$ cat config.mk
export PLATFORM = sky130hd
export DESIGN_NAME = jwpd_back
export DESIGN_NICKNAME = d
export VERILOG_FILES = /design/src/hw/rtl/jwpd_pkg.sv /design/src/hw/rtl/jwpd_back.sv
export SDC_FILE = /design/constraint.sdc
export NUM_CORES = 2
export LEC_CHECK = 0
export BUFFER_PORTS_ARGS = -buffer_cell sky130_fd_sc_hd__clkbuf_2
export CORE_MARGIN = 3
export CORE_UTILIZATION = 48
export DETAILED_ROUTE_END_ITERATION = 10
export PLACE_DENSITY = 0.72
export SETUP_SLACK_MARGIN = 0.4
export SYNTH_ARGS = -nofsm -noshare
export SYNTH_HDL_FRONTEND = slang
export SYNTH_SLANG_ARGS = --single-unit
$ cat constraint.sdc
create_clock -name clk -period 79.3 [get_ports clk]
set_input_delay 11.895 -clock clk [delete_from_list [all_inputs] [get_ports clk]]
set_output_delay 11.895 -clock clk [all_outputs]
set_load 0.02 [all_outputs]
$ cat src/hw/rtl/jwpd_pkg.sv
// Shared types, widths and saturating adders for the jet width and ptD unit.
// No dependencies.
package jwpd_pkg;

    localparam int NCLASS      = 3;
    localparam int PT_BITS     = 16;
    localparam int ANGLE_BITS  = 12;
    localparam int ASQ_BITS    = 2 * ANGLE_BITS - 1;
    localparam int PT2_BITS    = 2 * PT_BITS;
    localparam int PROD_BITS   = PT2_BITS + ASQ_BITS;
    localparam int MOM_BITS    = 60;
    localparam int PT2S_BITS   = 38;
    localparam int PTS_BITS    = 22;
    localparam int PTS2_BITS   = 2 * PTS_BITS;
    localparam int TRACE_BITS  = MOM_BITS + 1;
    localparam int WIDTH_FBITS = 16;
    localparam int PTD_FBITS   = 32;
    localparam int NUM_BITS    = TRACE_BITS + WIDTH_FBITS;
    localparam int SQ_IN_BITS  = 62;
    localparam int ROOT_BITS   = SQ_IN_BITS / 2;
    localparam int SQ_REM_BITS = ROOT_BITS + 2;
    localparam int W_BITS      = 20;
    localparam int PTD_BITS    = 17;
    localparam int DIV_STEPS   = NUM_BITS;
    localparam int SQRT_STEPS  = ROOT_BITS;
    localparam int CNT_BITS    = $clog2(DIV_STEPS + 1);
    localparam int Q_DEPTH     = 2;
    localparam int QPTR_BITS   = $clog2(Q_DEPTH);
    localparam int QCNT_BITS   = $clog2(Q_DEPTH + 1);

    // class index of the sums, and the job index of ptD
    localparam logic [1:0] CLS_ALL     = 2'd0;
    localparam logic [1:0] CLS_CHARGED = 2'd1;
    localparam logic [1:0] CLS_NEUTRAL = 2'd2;
    localparam logic [1:0] JOB_PTD     = 2'd3;

    typedef struct packed {
        logic [NCLASS-1:0][MOM_BITS-1:0]  eta;
        logic [NCLASS-1:0][MOM_BITS-1:0]  phi;
        logic [NCLASS-1:0][PT2S_BITS-1:0] pt2;
        logic [PTS_BITS-1:0]              pt;
    } jwpd_sums_t;

    function automatic logic [MOM_BITS-1:0] sat_add_mom(
        input logic [MOM_BITS-1:0]  a,
        input logic [PROD_BITS-1:0] b);
        logic [MOM_BITS:0] s;
        s = {1'b0, a} + {{(MOM_BITS + 1 - PROD_BITS){1'b0}}, b};
        return s[MOM_BITS] ? {MOM_BITS{1'b1}} : s[MOM_BITS-1:0];
    endfunction

    function automatic logic [PT2S_BITS-1:0] sat_add_pt2(
        input logic [PT2S_BITS-1:0] a,
        input logic [PT2_BITS-1:0]  b);
        logic [PT2S_BITS:0] s;
        s = {1'b0, a} + {{(PT2S_BITS + 1 - PT2_BITS){1'b0}}, b};
        return s[PT2S_BITS] ? {PT2S_BITS{1'b1}} : s[PT2S_BITS-1:0];
    endfunction

    function automatic logic [PTS_BITS-1:0] sat_add_pt(
        input logic [PTS_BITS-1:0] a,
        input logic [PT_BITS-1:0]  b);
        logic [PTS_BITS:0] s;
        s = {1'b0, a} + {{(PTS_BITS + 1 - PT_BITS){1'b0}}, b};
        return s[PTS_BITS] ? {PTS_BITS{1'b1}} : s[PTS_BITS-1:0];
    endfunction

endpackage

$ cat src/hw/rtl/jwpd_back.sv
// Back end: one shared restoring divider and one digit-by-digit square root,
// run four times per jet, plus the result register. Depends on jwpd_pkg.
module jwpd_back (
    input  logic                          clk,
    input  logic                          rst_n,
    input  logic                          q_empty,
    input  jwpd_pkg::jwpd_sums_t          q_head,
    output logic                          q_pop,
    output logic                          out_valid,
    input  logic                          out_stall,
    output logic [jwpd_pkg::W_BITS-1:0]   total_width,
    output logic [jwpd_pkg::W_BITS-1:0]   charged_width,
    output logic [jwpd_pkg::W_BITS-1:0]   neutral_width,
    output logic [jwpd_pkg::PTD_BITS-1:0] pt_dispersion,
    output logic                          total_valid,
    output logic                          charged_valid,
    output logic                          neutral_valid,
    output logic                          dispersion_valid
);

    localparam logic [2:0] S_IDLE  = 3'd0;
    localparam logic [2:0] S_LOAD  = 3'd1;
    localparam logic [2:0] S_DIV   = 3'd2;
    localparam logic [2:0] S_CLAMP = 3'd3;
    localparam logic [2:0] S_SQRT  = 3'd4;
    localparam logic [2:0] S_STORE = 3'd5;
    localparam logic [2:0] S_OUT   = 3'd6;

    localparam int NB = jwpd_pkg::NUM_BITS;
    localparam int DB = jwpd_pkg::PTS2_BITS;
    localparam int SB = jwpd_pkg::SQ_IN_BITS;
    localparam int RB = jwpd_pkg::ROOT_BITS;
    localparam int QB = jwpd_pkg::SQ_REM_BITS;
    localparam logic [NB-1:0] CAP_W   = NB'(1) << (jwpd_pkg::MOM_BITS);
    localparam logic [NB-1:0] CAP_PTD = NB'(1) << (jwpd_pkg::PTD_FBITS);
    localparam logic [RB-1:0] W_MAX   = RB'((1 << jwpd_pkg::W_BITS) - 1);
    localparam logic [RB-1:0] PTD_MAX = RB'(1 << (jwpd_pkg::PTD_BITS - 1));

    logic [2:0]                     state_reg;
    logic [1:0]                     job_reg;
    logic [1:0]                     cls;
    logic                           job_ok_reg;
    logic [jwpd_pkg::CNT_BITS-1:0]  cnt_reg;
    jwpd_pkg::jwpd_sums_t           sums_reg;
    logic [NB-1:0]                  num_reg, quo_reg, cap;
    logic [DB-1:0]                  den_reg, den_load;
    logic [DB-1:0]                  rem_reg;
    logic [DB:0]                    rem_shift, div_diff;
    logic                           div_ge;
    logic [jwpd_pkg::TRACE_BITS-1:0] trace;
    logic [NB-1:0]                  num_load;
    logic [SB-1:0]                  sq_in_reg;
    logic [QB-1:0]                  sq_rem_reg;
    logic [QB+1:0]                  sq_shift, sq_trial, sq_diff;
    logic                           sq_ge;
    logic [RB-1:0]                  root_reg;
    logic [jwpd_pkg::W_BITS-1:0]    w_res_reg [jwpd_pkg::NCLASS];
    logic [jwpd_pkg::PTD_BITS-1:0]  ptd_res_reg;
    logic [3:0]                     ok_res_reg;
    logic                           out_free;

    logic                           out_valid_reg;
    logic [jwpd_pkg::W_BITS-1:0]    total_width_reg, charged_width_reg, neutral_width_reg;
    logic [jwpd_pkg::PTD_BITS-1:0]  pt_dispersion_reg;
    logic [3:0]                     ok_out_reg;

    assign cls   = (job_reg == jwpd_pkg::JOB_PTD) ? jwpd_pkg::CLS_ALL : job_reg;
    assign trace = {1'b0, sums_reg.eta[cls]} + {1'b0, sums_reg.phi[cls]};

    always_comb
    begin
        if (job_reg == jwpd_pkg::JOB_PTD)
        begin
            num_load = {{(NB - jwpd_pkg::PT2S_BITS - jwpd_pkg::PTD_FBITS){1'b0}},
                        sums_reg.pt2[jwpd_pkg::CLS_ALL], {jwpd_pkg::PTD_FBITS{1'b0}}};
            den_load = sums_reg.pt * sums_reg.pt;
            cap      = CAP_PTD;
        end
        else
        begin
            num_load = {trace, {jwpd_pkg::WIDTH_FBITS{1'b0}}};
            den_load = {{(DB - jwpd_pkg::PT2S_BITS){1'b0}}, sums_reg.pt2[cls]};
            cap      = CAP_W;
        end
    end

    assign rem_shift = {rem_reg, num_reg[NB-1]};
    assign div_diff  = rem_shift - {1'b0, den_reg};
    assign div_ge    = (rem_shift >= {1'b0, den_reg});

    assign sq_shift = {sq_rem_reg, sq_in_reg[SB-1 -: 2]};
    assign sq_trial = {{(QB + 2 - RB - 2){1'b0}}, root_reg, 2'b01};
    assign sq_diff  = sq_shift - sq_trial;
    assign sq_ge    = (sq_shift >= sq_trial);

    assign out_free = !out_valid_reg || !out_stall;
    assign q_pop    = (state_reg == S_IDLE) && !q_empty;

    always_ff @(posedge clk or negedge rst_n)
    begin
        if (!rst_n)
        begin
            state_reg <= S_IDLE;
            job_reg   <= '0;
            cnt_reg   <= '0;
        end
        else
        begin
            unique case (state_reg)
                S_IDLE:
                begin
                    if (!q_empty)
                    begin
                        job_reg   <= '0;
                        state_reg <= S_LOAD;
                    end
                end
                S_LOAD:
                begin
                    cnt_reg   <= '0;
                    // zero divisor: skip straight to a zero result
                    state_reg <= (den_load == '0) ? S_STORE : S_DIV;
                end
                S_DIV:
                begin
                    cnt_reg <= cnt_reg + 1'b1;
                    if (cnt_reg == jwpd_pkg::CNT_BITS'(jwpd_pkg::DIV_STEPS - 1))
                        state_reg <= S_CLAMP;
                end
                S_CLAMP:
                begin
                    cnt_reg   <= '0;
                    state_reg <= S_SQRT;
                end
                S_SQRT:
                begin
                    cnt_reg <= cnt_reg + 1'b1;
                    if (cnt_reg == jwpd_pkg::CNT_BITS'(jwpd_pkg::SQRT_STEPS - 1))
                        state_reg <= S_STORE;
                end
                S_STORE:
                begin
                    if (job_reg == jwpd_pkg::JOB_PTD)
                        state_reg <= S_OUT;
                    else
                    begin
                        job_reg   <= job_reg + 1'b1;
                        state_reg <= S_LOAD;
                    end
                end
                S_OUT:
                begin
                    if (out_free)
                        state_reg <= S_IDLE;
                end
                default:
                    state_reg <= S_IDLE;
            endcase
        end
    end

    always_ff @(posedge clk)
    begin
        if (q_pop)
            sums_reg <= q_head;
        if (state_reg == S_LOAD)
        begin
            num_reg    <= num_load;
            den_reg    <= den_load;
            rem_reg    <= '0;
            quo_reg    <= '0;
            root_reg   <= '0;
            job_ok_reg <= (den_load != '0);
        end
        if (state_reg == S_DIV)
        begin
            num_reg <= num_reg << 1;
            rem_reg <= div_ge ? div_diff[DB-1:0] : rem_shift[DB-1:0];
            quo_reg <= {quo_reg[NB-2:0], div_ge};
        end
        if (state_reg == S_CLAMP)
        begin
            sq_in_reg  <= (quo_reg > cap) ? cap[SB-1:0] : quo_reg[SB-1:0];
            sq_rem_reg <= '0;
            root_reg   <= '0;
        end
        if (state_reg == S_SQRT)
        begin
            sq_in_reg  <= sq_in_reg << 2;
            sq_rem_reg <= sq_ge ? sq_diff[QB-1:0] : sq_shift[QB-1:0];
            root_reg   <= {root_reg[RB-2:0], sq_ge};
        end
        if (state_reg == S_STORE)
        begin
            ok_res_reg[job_reg] <= job_ok_reg;
            if (job_reg == jwpd_pkg::JOB_PTD)
                ptd_res_reg <= !job_ok_reg ? '0 :
                               (root_reg > PTD_MAX) ? PTD_MAX[jwpd_pkg::PTD_BITS-1:0] :
                               root_reg[jwpd_pkg::PTD_BITS-1:0];
            else
                w_res_reg[cls] <= !job_ok_reg ? '0 :
                                  (root_reg > W_MAX) ? W_MAX[jwpd_pkg::W_BITS-1:0] :
                                  root_reg[jwpd_pkg::W_BITS-1:0];
        end
    end

    // result register: hold while stalled, drop when taken
    always_ff @(posedge clk or negedge rst_n)
    begin
        if (!rst_n)
            out_valid_reg <= 1'b0;
        else if (state_reg == S_OUT && out_free)
            out_valid_reg <= 1'b1;
        else if (!out_stall)
            out_valid_reg <= 1'b0;
    end

    always_ff @(posedge clk)
    begin
        if (state_reg == S_OUT && out_free)
        begin
            total_width_reg   <= w_res_reg[jwpd_pkg::CLS_ALL];
            charged_width_reg <= w_res_reg[jwpd_pkg::CLS_CHARGED];
            neutral_width_reg <= w_res_reg[jwpd_pkg::CLS_NEUTRAL];
            pt_dispersion_reg <= ptd_res_reg;
            ok_out_reg        <= ok_res_reg;
        end
    end

    assign out_valid        = out_valid_reg;
    assign total_width      = total_width_reg;
    assign charged_width    = charged_width_reg;
    assign neutral_width    = neutral_width_reg;
    assign pt_dispersion    = pt_dispersion_reg;
    assign total_valid      = ok_out_reg[jwpd_pkg::CLS_ALL];
    assign charged_valid    = ok_out_reg[jwpd_pkg::CLS_CHARGED];
    assign neutral_valid    = ok_out_reg[jwpd_pkg::CLS_NEUTRAL];
    assign dispersion_valid = ok_out_reg[jwpd_pkg::JOB_PTD];

endmodule

; Yosys cells after proc, flatten, opt, wreduce, memory -nomap -nowiden
; Memories as Yosys holds them, arrays and structs flattened. A register that Yosys moved wholly into a read port is not among the register bits.
; Index checks and enable logic that the tools add are counted.
; Widths: inputs -> output; s select.
[word_totals]
regBits = 920
ramBits = 60
in_bits = 500
memories = 1
[classes]
addsub = 5
n_mul = 1
magnitude_cmp = 8
eq_ne = 15
muxes = 48
bitwise_logic = 1
n_reduce_logical = 21
[mem_list]
columns = memory, depth, width, rd, rd_clocked_by_memory_dff, write_ports, line
row1 = w_res_reg, 3, 20, 3, 3, 1, jwpd_back.sv:57  ; logic [jwpd_pkg::W_BITS-1:0] w_res_reg [jwpd_pkg::NCLASS];
[ops]
columns = operator, n
row1 = $mux 77, 5
row2 = $bmux 60 s2, 2
row3 = $mux 62, 3
row4 = $mux 44, 4
row5 = $mux 60, 2
row6 = $mux 33, 3
row7 = $mux 31, 3
row8 = $gt 77x61->1, 1
row9 = $bmux 38 s2, 1
row10 = $add 60x60->61, 1
row11 = $mux 61, 1
row12 = $ge 45x44->1, 1
row13 = $logic_not 44->1, 1
row14 = $mul 22x22->44, 1
row15 = $reduce_bool 44->1, 1
row16 = $sub 44x44->44, 1
row17 = $mux 20, 2
row18 = $mux 38, 1
row19 = $ge 35x33->1, 1
row20 = $sub 33x33->33, 1
row21 = $gt 31x17->1 const B, 1
row22 = $gt 31x20->1 const B, 1
row23 = $pmux 3 s7, 1
row24 = $mux 3, 6
row25 = 30 further kinds, 54

; Depth between registers and ports, before layout
[logic_depth]
depth_word = 8
ltp_mapped = 30
mapped_depth_nobuf = 28

; Worst setup path after synthesis
; OpenSTA, ideal clock, no wires.
[synth_timing]
kind = input -> output
startpoint = input q_empty
endpoint = output q_pop
arrival_time_ns = 58.881
slack_ns = 8.524
path_stages = 1
n_path_buf = 0
path_cell_list = nor4_1
[synth_via]
elab_chain_len = 2
[synth_rtl]
columns = element, line
row1 = from (decl), jwpd_back.sv:6  ; input logic q_empty,
row2 = $logic_not 1->1, --
row3 = $logic_and 1x1->1, jwpd_back.sv:97  ; assign q_pop = (state_reg == S_IDLE) && !q_empty;
row4 = to (decl), jwpd_back.sv:8  ; output logic q_pop,
; No other way between the ends.

; Final worst setup path
; Ends and elaborated chain as after synthesis.

==> metrics <==
clock network latency to the later pin of the worst-skew pair=0.71 ns; critical path data arrival time=13.11 ns; worst slack, placed=54.28 ns; worst min path class=reg2reg; Netlist Area Pre-Place=59570 um^2; basic-gate share of the synthesized area counting and, or, nand and nor cells=9.407%; Inserted Clock Buffers=105; die height=358.3 um; number of global-route vias before repair=40120; headroom to the max-slew limit=16.53%; critical path class=in2out; core outline area=122500 um^2; # rows=128; kind of capture point of the worst setup path=output pin; filler cell count in the final layout=10050; initial antenna violation count=25; first-pass GRT wire length=236500 um; asr flop ratio synth=1.270%; Total Die Area=128400 um^2; cells along the critical path=clkbuf_2 > nor4_2 > buf_4 > clkbuf_2; worst stage delay on the critical path=0.51 ns; placed cell area=64160 um^2; total number of vias=40000; Hold Vio Cnt, Final=0; max-slew violation total from the final report=0; Peak Freq=0.04000 GHz; sequential share of the synthesized area=51.47%; number of port buffers=582; GRT Total Usage=24.28%; yosys warns=0; final weighted congestion in routability-driven placement=0.9065; critical path data required time=67.41 ns; Slew @ Worst Pin=1.245 ns; flop and latch count out of synthesis=1024; sum of negative setup slack=0 ns; final global-route overflow total=0; minimum period implied by the final worst setup slack=25.00 ns; number of flops mapped to enable cells by yosys=1009; final worst-path setup slack=54.30 ns; number of I/O pins=583; portion of the clock cycle consumed by the worst path in the final layout=31.53%; horizontal extent of the die=358.3 um; most frequent standard cell in the layout excluding fill and tap cells=edfxtp_1; Setup Skew=0.07400 ns; total length of routed wires=156800 um; final-report setup violation count=0; largest family of logic cells by synthesized area=adder cells; final worst hold slack=0.4177 ns; routed wire length per instance=22.00 um; portion of netlist area occupied by mux cells=3.923%; worst-path cell with the longest stage delay=buf_4; Initial Utilization=48.62%; Mapped Nets=6033; final antenna-violating net count=0; number of nets in the finished design=6557; pin count of the biggest net entering global routing=89; H-tree levels=3; Via-to-Cell Ratio=5.610; cells resized by post-CTS repair=0; clock-pin slew on the worst setup and hold paths=0.06 ns; post-synthesis area per instance=12.20 um^2; Pre-Repair DR Iteration Count=6; post-synthesis cell count=4881; Sink Count=1024; Post-CTS Setup Inserts=0; run status=finished, final reports clean; Clock Root Buffer=clkbuf_16; Max-Cap Viols=0; Post-Layout Inst Area=67890 um^2; kind of start point of the critical path=input port; setup repair after global routing missed its margin=false; fraction of layout cells with a size suffix above 1=15.54%; commonest cells after routing, fill and taps aside=edfxtp_1 (1009), clkbuf_2 (582), inv_1 (505); number of design rule violations left after detail routing=0; number of buffers between clock root and the deepest sink=3; HPWL after DPL=118000 um; # hold bufs at CTS=0; CTS tree=done; flip-flop count of the largest register after layout=496; parity-gate share of the synthesized area counting xor and xnor cells=2.205%; initial detailed-routing violation count=3918; distinct cell type count of the synthesized netlist=87; adder and majority gate portion of the synthesized area=18.16%; CP most frequent cell=clkbuf_2; Synth Flop Type=edfxtp_1; share of the synthesized area in compound gates (AO/OA/AOI/OAI)=10.27%; P&R area growth vs syn=13.96%; CP Max Fanout=27
==> stage by stage <==
step	utilization, %	std cells
2_1_floorplan	-	4881
3_3_place_gp	52.37	6923
3_5_place_dp	52.37	6923
4_1_cts	55.39	7119
5_1_grt	55.40	7122
6_report	55.41	7130
==> cells by family after synthesis <==
kind of cell | after synthesis
buffers and inverters | 716
and+or+nand+nor | 1168
xor gates and xnor gates | 150
adders and majority gates | 652
muxes | 230
DFF | 1024
AOI/OAI and AO/OA | 941
==> cell type report <==
cell class / count / area, um^2 / area share [%]
diodes: 11 / 27.53 / 0.04055
clock buffers: 122 / 2734 / 4.027
clock inverters: 74 / 968.4 / 1.426
well taps: 1625 / 2033 / 2.995
repair buffers: 627 / 3251 / 4.788
inverters: 506 / 1901 / 2.800
flip-flops and latches: 1024 / 30660 / 45.17
multi-input cells: 3141 / 26310 / 38.75
==> synthesized netlist by cell type (15+ instances only) <==
library cell	n	area [um^2]
o21ai_0	244	1221
xnor2_1	80	700.7
and2_1	201	1257
nor3_1	39	195.2
nor2_1	264	991.0
buf_2	15	75.07
and3_1	30	187.7
xor2_1	70	613.1
nand4_1	34	212.7
nor4_1	33	206.5
a211oi_1	31	232.7
mux2_2	21	236.5
fa_1	354	7087
o21a_1	57	427.9
a221oi_1	27	236.5
mux2i_1	205	2052
edfxtp_1	1009	30300
o31ai_1	15	112.6
clkbuf_1	166	623.1
ha_1	298	3729
or3_1	16	100.1
nand2_1	417	1565
inv_1	506	1899
buf_1	27	101.4
a22o_1	75	656.9
a31oi_1	34	212.7
a21o_1	95	713.2
nand2b_1	17	106.4
a21oi_1	214	1071
nand3_1	44	220.2
o21bai_1	23	172.7
nor2b_1	28	175.2
==> path summary, 6_finish.rpt <==
kind	startpoint	to	slack, ns	cells past startpoint
setup / recovery	q_empty	q_pop	54.30	4
hold / removal	w_res_reg[0][11]$_DFFE_PP_	total_width[11]$_DFFE_PP_	0.42	0
setup reg to reg	sums_reg[7]$_DFFE_PP_	state_reg[1]$_DFFE_PN0P_	69.91	22
hold reg to reg	w_res_reg[0][11]$_DFFE_PP_	total_width[11]$_DFFE_PP_	0.42	0
max in group asynchronous	rst_n	job_reg[0]$_DFFE_PN0P_	67.89	1
min in group asynchronous	rst_n	out_valid$_DFFE_PN0P_	11.11	1
==> worst max-delay path: cells and delay by family <==
kind | cells | cell delay, ns
simple gates | 1 | 0.24
buf+inv | 3 | 0.93
==> routing by layer <==
| layer | GRT usage, % | share of wire, % | up-vias |
|---|---|---|---|
| li1 | - | - | 18390 |
| met1 | 33.80 | 42 | 19770 |
| met2 | 39.20 | 47 | 1609 |
| met3 | 4.231 | 8.0 | 218 |
| met4 | 7.239 | 2.8 | 16 |
| met5 | 0 | 0.073 | - |
Power is left out: the tool's default activity adds up to more than one toggle a clock period on the data nets, which glitch-free logic cannot reach.
