## config.mk

```make
export PLATFORM = sky130hd
export DESIGN_NAME = jwpd_queue
export DESIGN_NICKNAME = d
export VERILOG_FILES = /design/src/hw/rtl/jwpd_pkg.sv /design/src/hw/rtl/jwpd_queue.sv
export SDC_FILE = /design/constraint.sdc
export NUM_CORES = 1
export LEC_CHECK = 0
export ABC_AREA = 0
export BUFFER_PORTS_ARGS = -buffer_cell sky130_fd_sc_hd__clkbuf_2
export CORE_AREA = 2 2 388 390
export CTS_CLUSTER_DIAMETER = 60
export DETAILED_ROUTE_END_ITERATION = 8
export DIE_AREA = 0 0 390 392
export GPL_TIMING_DRIVEN = 0
export SLEW_MARGIN = 20
export SYNTH_ARGS = -nofsm -noshare
export SYNTH_HDL_FRONTEND = slang
export SYNTH_SLANG_ARGS = --single-unit
```

## constraint.sdc

```tcl
create_clock -name clk -period 44.8 [get_ports clk]
set_clock_uncertainty 0.05 [all_clocks]
set_input_delay 2.24 -clock clk [delete_from_list [all_inputs] [get_ports clk]]
set_output_delay 2.24 -clock clk [all_outputs]
set_load 0.05 [all_outputs]
```

## src/hw/rtl/jwpd_pkg.sv

```systemverilog
// Shared types, widths and saturating adders for the jet width and ptD unit.
// No dependencies.
package jwpd_pkg;

    localparam int NCLASS      = 3;
    localparam int PT_BITS     = 16;
    localparam int ANGLE_BITS  = 12;
    localparam int ASQ_BITS    = 2 * ANGLE_BITS - 1;
    localparam int PT2_BITS    = 2 * PT_BITS;
    localparam int PROD_BITS   = PT2_BITS + ASQ_BITS;
    localparam int MOM_BITS    = 60;
    localparam int PT2S_BITS   = 38;
    localparam int PTS_BITS    = 22;
    localparam int PTS2_BITS   = 2 * PTS_BITS;
    localparam int TRACE_BITS  = MOM_BITS + 1;
    localparam int WIDTH_FBITS = 16;
    localparam int PTD_FBITS   = 32;
    localparam int NUM_BITS    = TRACE_BITS + WIDTH_FBITS;
    localparam int SQ_IN_BITS  = 62;
    localparam int ROOT_BITS   = SQ_IN_BITS / 2;
    localparam int SQ_REM_BITS = ROOT_BITS + 2;
    localparam int W_BITS      = 20;
    localparam int PTD_BITS    = 17;
    localparam int DIV_STEPS   = NUM_BITS;
    localparam int SQRT_STEPS  = ROOT_BITS;
    localparam int CNT_BITS    = $clog2(DIV_STEPS + 1);
    localparam int Q_DEPTH     = 2;
    localparam int QPTR_BITS   = $clog2(Q_DEPTH);
    localparam int QCNT_BITS   = $clog2(Q_DEPTH + 1);

    // class index of the sums, and the job index of ptD
    localparam logic [1:0] CLS_ALL     = 2'd0;
    localparam logic [1:0] CLS_CHARGED = 2'd1;
    localparam logic [1:0] CLS_NEUTRAL = 2'd2;
    localparam logic [1:0] JOB_PTD     = 2'd3;

    typedef struct packed {
        logic [NCLASS-1:0][MOM_BITS-1:0]  eta;
        logic [NCLASS-1:0][MOM_BITS-1:0]  phi;
        logic [NCLASS-1:0][PT2S_BITS-1:0] pt2;
        logic [PTS_BITS-1:0]              pt;
    } jwpd_sums_t;

    function automatic logic [MOM_BITS-1:0] sat_add_mom(
        input logic [MOM_BITS-1:0]  a,
        input logic [PROD_BITS-1:0] b);
        logic [MOM_BITS:0] s;
        s = {1'b0, a} + {{(MOM_BITS + 1 - PROD_BITS){1'b0}}, b};
        return s[MOM_BITS] ? {MOM_BITS{1'b1}} : s[MOM_BITS-1:0];
    endfunction

    function automatic logic [PT2S_BITS-1:0] sat_add_pt2(
        input logic [PT2S_BITS-1:0] a,
        input logic [PT2_BITS-1:0]  b);
        logic [PT2S_BITS:0] s;
        s = {1'b0, a} + {{(PT2S_BITS + 1 - PT2_BITS){1'b0}}, b};
        return s[PT2S_BITS] ? {PT2S_BITS{1'b1}} : s[PT2S_BITS-1:0];
    endfunction

    function automatic logic [PTS_BITS-1:0] sat_add_pt(
        input logic [PTS_BITS-1:0] a,
        input logic [PT_BITS-1:0]  b);
        logic [PTS_BITS:0] s;
        s = {1'b0, a} + {{(PTS_BITS + 1 - PT_BITS){1'b0}}, b};
        return s[PTS_BITS] ? {PTS_BITS{1'b1}} : s[PTS_BITS-1:0];
    endfunction

endpackage

```

## src/hw/rtl/jwpd_queue.sv

```systemverilog
// Short queue of finished jet sums between front and back.
// Depends on jwpd_pkg.
module jwpd_queue (
    input  logic                 clk,
    input  logic                 rst_n,
    input  logic                 push,
    input  jwpd_pkg::jwpd_sums_t push_data,
    input  logic                 pop,
    output logic                 full,
    output logic                 empty,
    output jwpd_pkg::jwpd_sums_t head
);

    jwpd_pkg::jwpd_sums_t entry_reg [jwpd_pkg::Q_DEPTH];
    logic [jwpd_pkg::QPTR_BITS-1:0] wr_reg, rd_reg;
    logic [jwpd_pkg::QCNT_BITS-1:0] count_reg, count_next;

    assign full  = (count_reg == jwpd_pkg::QCNT_BITS'(jwpd_pkg::Q_DEPTH));
    assign empty = (count_reg == '0);
    assign head  = entry_reg[rd_reg];

    always_comb
    begin
        count_next = count_reg;
        if (push && !pop)
            count_next = count_reg + 1'b1;
        else if (pop && !push)
            count_next = count_reg - 1'b1;
    end

    always_ff @(posedge clk or negedge rst_n)
    begin
        if (!rst_n)
        begin
            wr_reg    <= '0;
            rd_reg    <= '0;
            count_reg <= '0;
        end
        else
        begin
            if (push)
                wr_reg <= wr_reg + 1'b1;
            if (pop)
                rd_reg <= rd_reg + 1'b1;
            count_reg <= count_next;
        end
    end

    always_ff @(posedge clk)
    begin
        if (push)
            entry_reg[wr_reg] <= push_data;
    end

endmodule

```

## Word-level counts from Yosys, hierarchy flattened

Memory sizes are Yosys's and may differ from the RTL's.
Cells that the tools add are included.

| operators by class | value |
|---|---|
| add/subtract/negate cells | 4 |
| eq/ne operators | 1 |
| reduce and logical (&&, ||, !) cells | 6 |
| mux-type cells | 4 |

Operator list:

| kind | number |
|---|---|
| $mux 2 | 2 |
| $add 1x1->1 const B | 2 |
| $add 2x1->2 const B | 1 |
| $eq 2x2->1 const B | 1 |
| $logic_and 1x1->1 | 2 |
| $logic_not 1->1 | 2 |
| $logic_not 2->1 | 1 |
| $mux 1 | 2 |
| $reduce_bool 2->1 | 1 |
| $sub 2x1->2 const B | 1 |

| word-level totals | value |
|---|---|
| memories kept | 1 |
| word-level logic and storage cells | 19 |
| RAM bits | 992 |
| bits of input ports | 500 |
| output and inout port bits | 498 |
| flip-flop bits (word level) | 4 |

Memory list:

| memory | depth | width | rd ports | clocked after Yosys merged registers in | wr ports | line | text |
|---|---|---|---|---|---|---|---|
| entry_reg | 2 | 496 | 1 | 0 | 1 | jwpd_queue.sv:14 | `jwpd_pkg::jwpd_sums_t entry_reg [jwpd_pkg::Q_DEPTH];` |

## Logic depth before layout (Yosys ltp)

Gate-level depths: netlist of the first run.

| logic depth | value |
|---|---|
| depth in word-level cells | 4 |
| gate-level depth with buffers | 5 |
| mapped depth without buffers | 5 |

## Least setup slack after synthesis of the first run

Ideal clock, no wire load.

| path | value |
|---|---|
| path kind | input port to flip-flop |
| start | input port push |
| end | memory entry_reg[0][0] in the netlist's numbering, enable pin |
| stages on the path | 1 |
| required time | 43.324 ns |
| setup time | 1.426 ns |
| slack | 19.817 ns |
| path buffers | 0 |
| data arrival time | 23.507 ns |
| cells stage by stage | nor2b_1 |

| on the way | value |
|---|---|
| cells in the longest elaborated chain, start to end | 2 |

RTL lines:

| element | line | text |
|---|---|---|
| start: declaration | jwpd_queue.sv:6 | `input logic push,` |
| $mux 1 | jwpd_queue.sv:51 | `if (push)` |
| $mux 1 (implied by the code) | jwpd_queue.sv:52 | `entry_reg[wr_reg] <= push_data;` |
| end: declaration | jwpd_queue.sv:14 |  |

Every way passes these cells.

==> impl_metrics.tcl, run 1 <==
set metrics [dict create \
    status "finished, final reports clean" \
    tritoncts "done" \
    setup_viol 0 \
    htree_num_levels 3 \
    hpwl_mm 81.7 \
    clock_latency_ns 0.69 \
    drtPass1Iterations 4 \
    grt_pass1_vias 20173 \
    p_clk_share_pct 23.2 \
    track_usage_pct 13.2 \
    cts_sinks 996 \
    cts_root_buf "clkbuf_16" \
    final_common_cell "clkbuf_2" \
    startpoint_type "register" \
    clkTransAtPathRegs_ns 0.06 \
    portBuffers 997 \
    p_switching_mw 1.58 \
    grt_max_degree 50 \
    syn_to_final_growth_pct 32.0 \
    intPower_mw 2.21 \
    synth_nets 2060 \
    hold_viol 0 \
    die-area_um2 153000 \
    viasPerCell 4.00 \
    seq_area_frac_synth_pct 80.4 \
    fmax_mhz 197 \
    critPathMaxFanout 10 \
    drc 0 \
    rsz0062_at_grt "false" \
    critPathRequiredTime_ns 42.51 \
    p_comb_share_pct 43.3 \
    row_count 142 \
    ys_ff_latch 996 \
    fin_nets 3206 \
    syn_inst 1559 \
    wl_mm 105 \
    antenna_found_initial 44 \
    start_util_pct 25.0 \
    grt-ovfl-total 0 \
    largest_reg_flops 992 \
    antenna_left 0 \
    gp_congestion 0.795 \
    fin_setup_tns_ns 0 \
    setup.worst_path.class "reg -> out" \
    leakage_nw 19.2 \
    drive_above_1_share_pct 61.4 \
    seq_power_share_pct 33.5 \
    vdd_drop_max_uv 49.3 \
    yosysWarningCount 0 \
    relSlewSlack_pct 48.1 \
    dr_total_vias 19043 \
    powerDensity_nw_per_um2 77.2 \
    die_width_um 390 \
    grt_pass1_wl_mm 143 \
    placed_cells 4535 \
    clockBufferDepth 3 \
    final_cell_mix "clkbuf_2, edfxtp_1, mux2_4" \
    cts_made_buffers 112 \
    stdcell_count 4766 \
    routedWlPerCell_um 22.0 \
    fin_crit_ns 5.07 \
    max-cap-violations 0 \
    post_cts_resized 0 \
    synth.distinct_cells 15 \
    maxSlewViolCount 0 \
    drt_iter0_markers 797 \
    finalPower_mw 3.79 \
    crit_arrival_ns 2.78 \
    core_um2 149000 \
    fin_hold_ws_ns 0.474 \
    tightest_slew_ns 0.777 \
    avgSynthCellArea_um2 23.9 \
    netlist_area_um2 37200 \
    io_pins 998 \
    netSwitchingFraction_pct 41.6 \
    period_share_pct 11.3 \
    post_cts_buffers 0 \
    hold_class "reg -> reg" \
    hold_buffers 0 \
    die_h_um 392 \
    end_kind "output port" \
]
[metrics by stage]
stage / setup slack [ns] / util (%) / instance area (µm²)
floorplan: 19.82 / - / 37200
global placement: 4.72 / 30.0 / 44600
detailed placement: 39.96 / 30.5 / 45400
CTS: 39.50 / 32.9 / 49000
global route: 39.54 / 33.0 / 49100
finish: 39.73 / 33.0 / 49100
[synth_stat cells]
cell type	n	area, µm²
mux2_2	166	1870
mux2_1	30	338
nor2b_1	2	12.5
xor2_1	4	35.0
ha_1	1	12.5
buf_4	1	7.51
nor2_1	2	7.51
mux2_4	300	4500
dfrtp_1	4	100
edfxtp_1	992	29800
buf_6	37	417
and2_1	1	6.26
buf_2	17	85.1
xnor2_1	1	8.76
inv_1	1	3.75
[power by group through the flow]
| stage | clock network, mW | registers (mW) | logic (mW) |
|---|---|---|---|
| global route | 0.940 | 1.28 | 1.72 |
| finish | 0.880 | 1.27 | 1.64 |
| global placement | 0 | 1.53 | 1.62 |
| CTS | 0.908 | 1.27 | 1.67 |
| floorplan | 0 | 1.43 | 1.21 |
| detailed placement | 0 | 1.29 | 1.67 |
[per-layer routing]
layer	track usage, %	share of wire, %
met3	6.76	11
met4	6.29	3.3
met1	12.7	34
met5	0.287	0.022
met2	23.1	52
[path summary, 6_finish.rpt]
kind	cells past startpoint	end	slack, ns	startpoint
setup / recovery	5	head[194]	39.73	rd_reg$_DFFE_PN0P_
hold / removal	1	count_reg[1]$_DFFE_PN0P_	0.47	count_reg[1]$_DFFE_PN0P_
setup reg to reg	7	entry_reg[0][238]$_DFFE_PP_	41.99	wr_reg$_DFFE_PN0P_
hold reg to reg	1	count_reg[1]$_DFFE_PN0P_	0.47	count_reg[1]$_DFFE_PN0P_
max in group asynchronous	1	count_reg[1]$_DFFE_PN0P_	43.26	rst_n
min in group asynchronous	1	wr_reg$_DFFE_PN0P_	1.31	rst_n
[cell families (layout without fill, tap and decap cells)]
group	after synthesis	count (layout)	synth area share [%]
mux	496	496	18.0
xor+xnor	5	5	0.118
fa+ha+maj	1	1	0.0336
flops	996	996	80.4
simple gates	5	5	0.0707
other cells	0	26	0
buf+inv	56	1293	1.38
[final cells by class]
type,count,area [µm²]
flip-flops and latches,996,29900
repair buffers,1032,5800
multi-input cells,507,6800
clock inverters,80,703
plain buffers,55,509
diodes,26,65.1
inverters,1,3.75
clock buffers,125,2870
fillers,14367,99800
well taps,1944,2430
[critical path, stage by stage, from the launching register on]
cell	delay [ns]
dfrtp_1	0.40
buf_4	0.31
buf_6	0.32
buf_6	0.31
mux2_4	0.32
clkbuf_2	0.38
Power figures use the tool's default switching activity.
==> run 2, diff against run 1 <==
==> constraint.sdc (replaced) <==
create_clock -name clk -period 4.67 [get_ports clk]
set_clock_uncertainty 0.05 [all_clocks]
set_input_delay 0.2335 -clock clk [delete_from_list [all_inputs] [get_ports clk]]
set_output_delay 0.2335 -clock clk [all_outputs]
set_load 0.05 [all_outputs]
==> impl_metrics.tcl, run 2 (synthesis results as in run 1) <==
set metrics [dict create \
    cts_sinks 996 \
    leakage_nw 21.3 \
    io_pins 998 \
    gp_congestion 0.767 \
    final_common_cell "clkbuf_2" \
    row_count 142 \
    vdd_drop_max_uv 431 \
    post_cts_resized 0 \
    rsz0062_at_grt "false" \
    hold_viol 0 \
    viasPerCell 4.04 \
    wl_met2_mm 56.4 \
    hpwl_mm 82.2 \
    crit_arrival_ns 2.93 \
    cts_made_buffers 112 \
    r2r-start "wr_reg$_DFFE_PN0P_" \
    relSlewSlack_pct 61.3 \
    postLayoutCoreUtil_pct 36.3 \
    grt_pass1_vias 22837 \
    hold_class "in -> reg" \
    maxSlewViolCount 0 \
    portBuffers 997 \
    setup_viol 0 \
    dr_total_vias 21233 \
    status "finished, final reports clean" \
    antenna_found_initial 25 \
    r2r-end "entry_reg[0][161]$_DFFE_PP_" \
    r2r_cells 10 \
    end_kind "output port" \
    drtPass1Iterations 4 \
    largest_reg_flops 992 \
    fin_crit_ns 3.21 \
    htree_num_levels 3 \
    fin_hold_ws_ns 0.184 \
    routedWlPerCell_um 20.8 \
    top_layer "met5" \
    die-area_um2 153000 \
    max-cap-violations 0 \
    critPathMaxFanout 10 \
    fmax_mhz 311 \
    powerDensity_nw_per_um2 677 \
    post_cts_buffers 0 \
    intPower_mw 21.5 \
    cts_root_buf "clkbuf_16" \
    grt_pass1_wl_mm 152 \
    tightest_slew_ns 0.580 \
    period_share_pct 68.8 \
    tritoncts "done" \
    wl_met1_mm 39.5 \
    startpoint_type "register" \
    nFillCells 13928 \
    track_usage_pct 13.7 \
    drc 0 \
    clkTransAtPathRegs_ns 0.06 \
    seq_power_share_pct 33.3 \
    clock_latency_ns 0.72 \
    drive_above_1_share_pct 52.1 \
    crit_path_end "head[157]" \
    antenna_left 0 \
    syn_to_final_growth_pct 45.3 \
    grt-ovfl-total 0 \
    rrSetupSlack_ns 1.62 \
    final_cell_mix "clkbuf_2, edfxtp_1, dlygate4sd3_1" \
    fin_nets 3708 \
    core_um2 149000 \
    netSwitchingFraction_pct 41.4 \
    timing.critical_path.from "rd_reg$_DFFE_PN0P_" \
    p_clk_share_pct 22.6 \
    clockBufferDepth 3 \
    hold_buffers 500 \
    die_h_um 392 \
    p_switching_mw 15.2 \
    p_comb_share_pct 44.1 \
    start_util_pct 25.0 \
    die_width_um 390 \
    critPathRequiredTime_ns 4.39 \
    setup.worst_path.class "reg -> out" \
    drt_iter0_markers 998 \
    grt_max_degree 50 \
    wl_mm 109 \
    wl_met3_mm 10.6 \
]
run 2: layer usage:
metal  vias up  GRT usage [%]
li1       9619              -
met4         4           4.49
met2       803           24.4
met3       178           6.18
met1     10629           14.3
met5         -              0
run 2: power groups by stage:
stage	Sequential (mW)	Combinational, mW	Clock (mW)
finish	12.2	16.1	8.28
global route	12.3	16.9	8.86
CTS	12.2	16.4	8.52
detailed placement	12.4	16.0	0
global placement	12.9	14.9	0
floorplan	12.8	11.6	0
run 2: layout make-up:
| class | instances | area [µm²] | area share, % |
|---|---|---|---|
| repair buffers | 1534 | 10900 | 20.2 |
| diodes | 14 | 35.0 | 0.0648 |
| clock inverters | 68 | 564 | 1.04 |
| clock buffers | 131 | 2920 | 5.40 |
| multi-input cells | 507 | 6800 | 12.6 |
| inverters | 1 | 3.75 | 0.00694 |
| flip-flops and latches | 996 | 29900 | 55.3 |
| plain buffers | 55 | 509 | 0.942 |
| well taps | 1944 | 2430 | 4.50 |
run 2: worst max-delay path, stage by stage, from the launching register on:
cell and delay, ns:
dfrtp_1 0.43, buf_4 0.39, buf_6 0.33, buf_6 0.32, mux2_4 0.33, clkbuf_2 0.35
run 2: through the flow:
stage	instance area (µm²)	power, mW	setup slack (ns)	TNS [ns]	instances
6_report	54100	36.6	1.46	0	5250
5_1_grt	54000	38.1	1.20	0	5245
4_1_cts	54000	37.1	1.17	0	5236
3_5_place_dp	45500	28.4	1.60	0	4537
3_3_place_gp	44600	27.8	-8.57	-7262.17	4500
2_1_floorplan	37200	24.4	-3.59	-2933.64	1559
run 2: how the worst min path moves through the flow:
stage | depth (start not counted) | to | startpoint | slack (ns)
2_1_floorplan | 0 | count_reg[0]$_DFFE_PN0P_ | rst_n | -0.11
3_3_place_gp | 1 | wr_reg$_DFFE_PN0P_ | rst_n | 0.005
3_5_place_dp | 1 | rd_reg$_DFFE_PN0P_ | rst_n | 0.007
4_1_cts | 2 | entry_reg[1][119]$_DFFE_PP_ | push_data[119] | 0.09
5_1_grt | 2 | entry_reg[1][31]$_DFFE_PP_ | push_data[31] | 0.12
6_report | 2 | entry_reg[0][81]$_DFFE_PP_ | push_data[81] | 0.18
==> run 3, diff against run 2 <==
--- a/config.mk
+++ b/config.mk
@@ -5,7 +5,7 @@
 export SDC_FILE = /design/constraint.sdc
 export NUM_CORES = 1
 export LEC_CHECK = 0
-export ABC_AREA = 0
+export ABC_AREA = 1
 export BUFFER_PORTS_ARGS = -buffer_cell sky130_fd_sc_hd__clkbuf_2
 export CORE_AREA = 2 2 388 390
 export CTS_CLUSTER_DIAMETER = 60
==> constraint.sdc (replaced) <==
create_clock -name clk -period 3 [get_ports clk]
set_clock_uncertainty 0.05 [all_clocks]
set_input_delay 0.15 -clock clk [delete_from_list [all_inputs] [get_ports clk]]
set_output_delay 0.15 -clock clk [all_outputs]
set_load 0.05 [all_outputs]
==> impl_metrics.tcl, run 3 <==
set metrics [dict create \
    yosysTopAreaCell "edfxtp_1" \
    die_h_um 392 \
    path_common_cell "buf_6" \
    tritoncts "done" \
    path_delay_family "buffers and inverters" \
    leakage_nw 21.4 \
    place_worst_setup_slack_ns -0.161 \
    seq_area_frac_synth_pct 80.3 \
    yosys.area_share.xor_xnor_pct 0.0706 \
    fin_nets 3727 \
    drive_above_1_share_pct 52.0 \
    start_util_pct 25.0 \
    die-area_um2 153000 \
    row_count 142 \
    fin_crit_ns 2.77 \
    clock_latency_ns 0.71 \
    status "finished, final reports clean" \
    critPathRequiredTime_ns 2.80 \
    stdcell_area_um2 54300 \
    fmax_mhz 362 \
    grt_pass1_vias 23035 \
    grt_max_degree 31 \
    nFillCells 13897 \
    hold_class "in -> reg" \
    portBuffers 997 \
    grt-ovfl-total 0 \
    routedWlPerCell_um 20.8 \
    antenna_left 0 \
    slowest_stage "mux2_4" \
    io_pins 998 \
    avgSynthCellArea_um2 23.7 \
    track_usage_pct 13.8 \
    cp_cell_sequence "buf_4 > buf_6 > buf_6 > mux2_4 > clkbuf_2" \
    synth_top_family_by_area "multiplexers" \
    synth_compound_area_share_pct 0 \
    core_um2 149000 \
    fin_hold_ws_ns 0.0968 \
    clkTransAtPathRegs_ns 0.06 \
    relSlewSlack_pct 67.5 \
    final_cell_mix "clkbuf_2, edfxtp_1, dlygate4sd3_1" \
    hold_viol 0 \
    final_common_cell "clkbuf_2" \
    max-cap-violations 0 \
    cts_root_buf "clkbuf_16" \
    yosys-top-cells-count "edfxtp_1, mux2_4, mux2_2, buf_6, mux2_1" \
    place_area_um2 45600 \
    critPathMaxFanout 10 \
    wl_mm 110 \
    maxSlewViolCount 0 \
    syn_inst 1568 \
    largest_reg_flops 992 \
    dominantRegCellSynth "edfxtp_1" \
    setup_viol 0 \
    antenna_found_initial 41 \
    rsz0062_at_grt "false" \
    end_kind "output port" \
    worst_slack_ns 0.235 \
    dr_total_vias 21275 \
    worst-path-buf-inv 4 \
    yosysWarningCount 0 \
    cts_made_buffers 112 \
    drtPass1Iterations 5 \
    drt_iter0_markers 983 \
    startpoint_type "register" \
    netlist.area_leader.share_pct 80.0 \
    synth_mux_area_share_pct 18.0 \
    synth_edf_count 992 \
    async_flop_share_pct 0.402 \
    ys_ff_latch 996 \
    hpwl_mm 82.7 \
    postLayoutCoreUtil_pct 36.4 \
    setup.worst_path.class "reg -> out" \
    synth_nets 2069 \
    synth-simple-area-share_pct 0.111 \
    clockBufferDepth 3 \
    grt_pass1_wl_mm 153 \
    tightest_slew_ns 0.489 \
    crit_arrival_ns 2.57 \
    gp_congestion 0.786 \
    max_stage_delay_ns 0.37 \
    netlist_area_um2 37200 \
    viasPerCell 4.03 \
    htree_num_levels 3 \
    syn_to_final_growth_pct 45.8 \
    vdd_drop_max_uv 729 \
    drc 0 \
    die_width_um 390 \
    synth_area_leaders "edfxtp_1, mux2_4, mux2_2" \
    period_share_pct 92.2 \
    yosysMostFrequentCell "edfxtp_1" \
    synth.distinct_cells 16 \
    finalPower_mw 57.3 \
    synth-adder-area-share_pct 0.0336 \
    powerDensity_nw_per_um2 1060 \
    cts_sinks 996 \
]
-- run 3: changes by cell type after synthesis, sizes merged --
cell   delta
xor2      -2
inv       +6
nand2     +5
nor2      +1
nor2b     -2
nand4     +1
nand3     +1
and2      -1
-- run 3: worst paths after layout --
path	startpoint	endpoint	slack [ns]	cells past startpoint
worst max-delay path	rd_reg$_DFFE_PN0P_	head[181]	0.23	5
worst min-delay path	push_data[146]	entry_reg[0][146]$_DFFE_PP_	0.1	2
worst max register to register	wr_reg$_DFFE_PN0P_	entry_reg[1][266]$_DFFE_PP_	0.32	9
worst min register to register	count_reg[1]$_DFFE_PN0P_	count_reg[1]$_DFFE_PN0P_	0.49	2
max in group asynchronous	rst_n	wr_reg$_DFFE_PN0P_	2.30	3
min in group asynchronous	rst_n	count_reg[0]$_DFFE_PN0P_	0.42	3
-- run 3: kinds of logic after synthesis --
family                   count (synthesis)
buffers and inverters                   62
adder cells (fa/ha/maj)                  1
multiplexers                           496
flip-flops                             996
XOR/XNOR                                 3
AND/OR/NAND/NOR                         10
-- run 3: layer usage --
layer / share of wire [%] / global-route usage, % / routed length, µm
met1: 36 / 14.4 / 39300
met2: 52 / 24.6 / 56900
met5: 0.012 / 0 / 13
met4: 3.9 / 5.88 / 4320
met3: 8.6 / 5.39 / 9500
-- run 3: where the power goes --
part           switching [mW]  internal (mW)  total, mW
sequential              0.557           18.4       19.0
combinational            17.5           7.73       25.2
clock                    5.68           7.41       13.1
total                    23.7           33.5       57.3
-- run 3: worst register-to-register path: stages, from the launching register on --
cell and delay (ns):
dfrtp_1 0.42, nand2_1 0.11, clkinvlp_4 0.10, buf_12 0.20, buf_12 0.23, buf_12 0.22
buf_12 0.25, buf_12 0.28, buf_12 0.23, buf_12 0.23
-- run 3: per-stage QoR --
step,setup TNS (ns),cells
global route,0,5280
floorplan,-5280.71,1568
detailed placement,-6.64,4553
global placement,-,4509
CTS,0,5264
finish,0,5284
-- run 3: what timing repair did --
| action | in CTS | in global routing |
|---|---|---|
| buffers inserted | 3 | 0 |
| endpoints found under the setup margin | 58 | 0 |
| hold buffers | 500 | 0 |
| hold endpoints to repair | 1057 | 0 |
| gates resized for setup | 4 | 0 |
-- run 3: layout make-up --
cell class / count / area (µm²) / area share, %
multi-input cells: 510 / 6800 / 12.5
diodes: 20 / 50.0 / 0.0922
clock inverters: 78 / 668 / 1.23
clock buffers: 130 / 2890 / 5.33
repair buffers: 1544 / 11000 / 20.2
plain buffers: 55 / 509 / 0.939
inverters: 7 / 30.0 / 0.0553
flip-flops and latches: 996 / 29900 / 55.1
well taps: 1944 / 2430 / 4.48
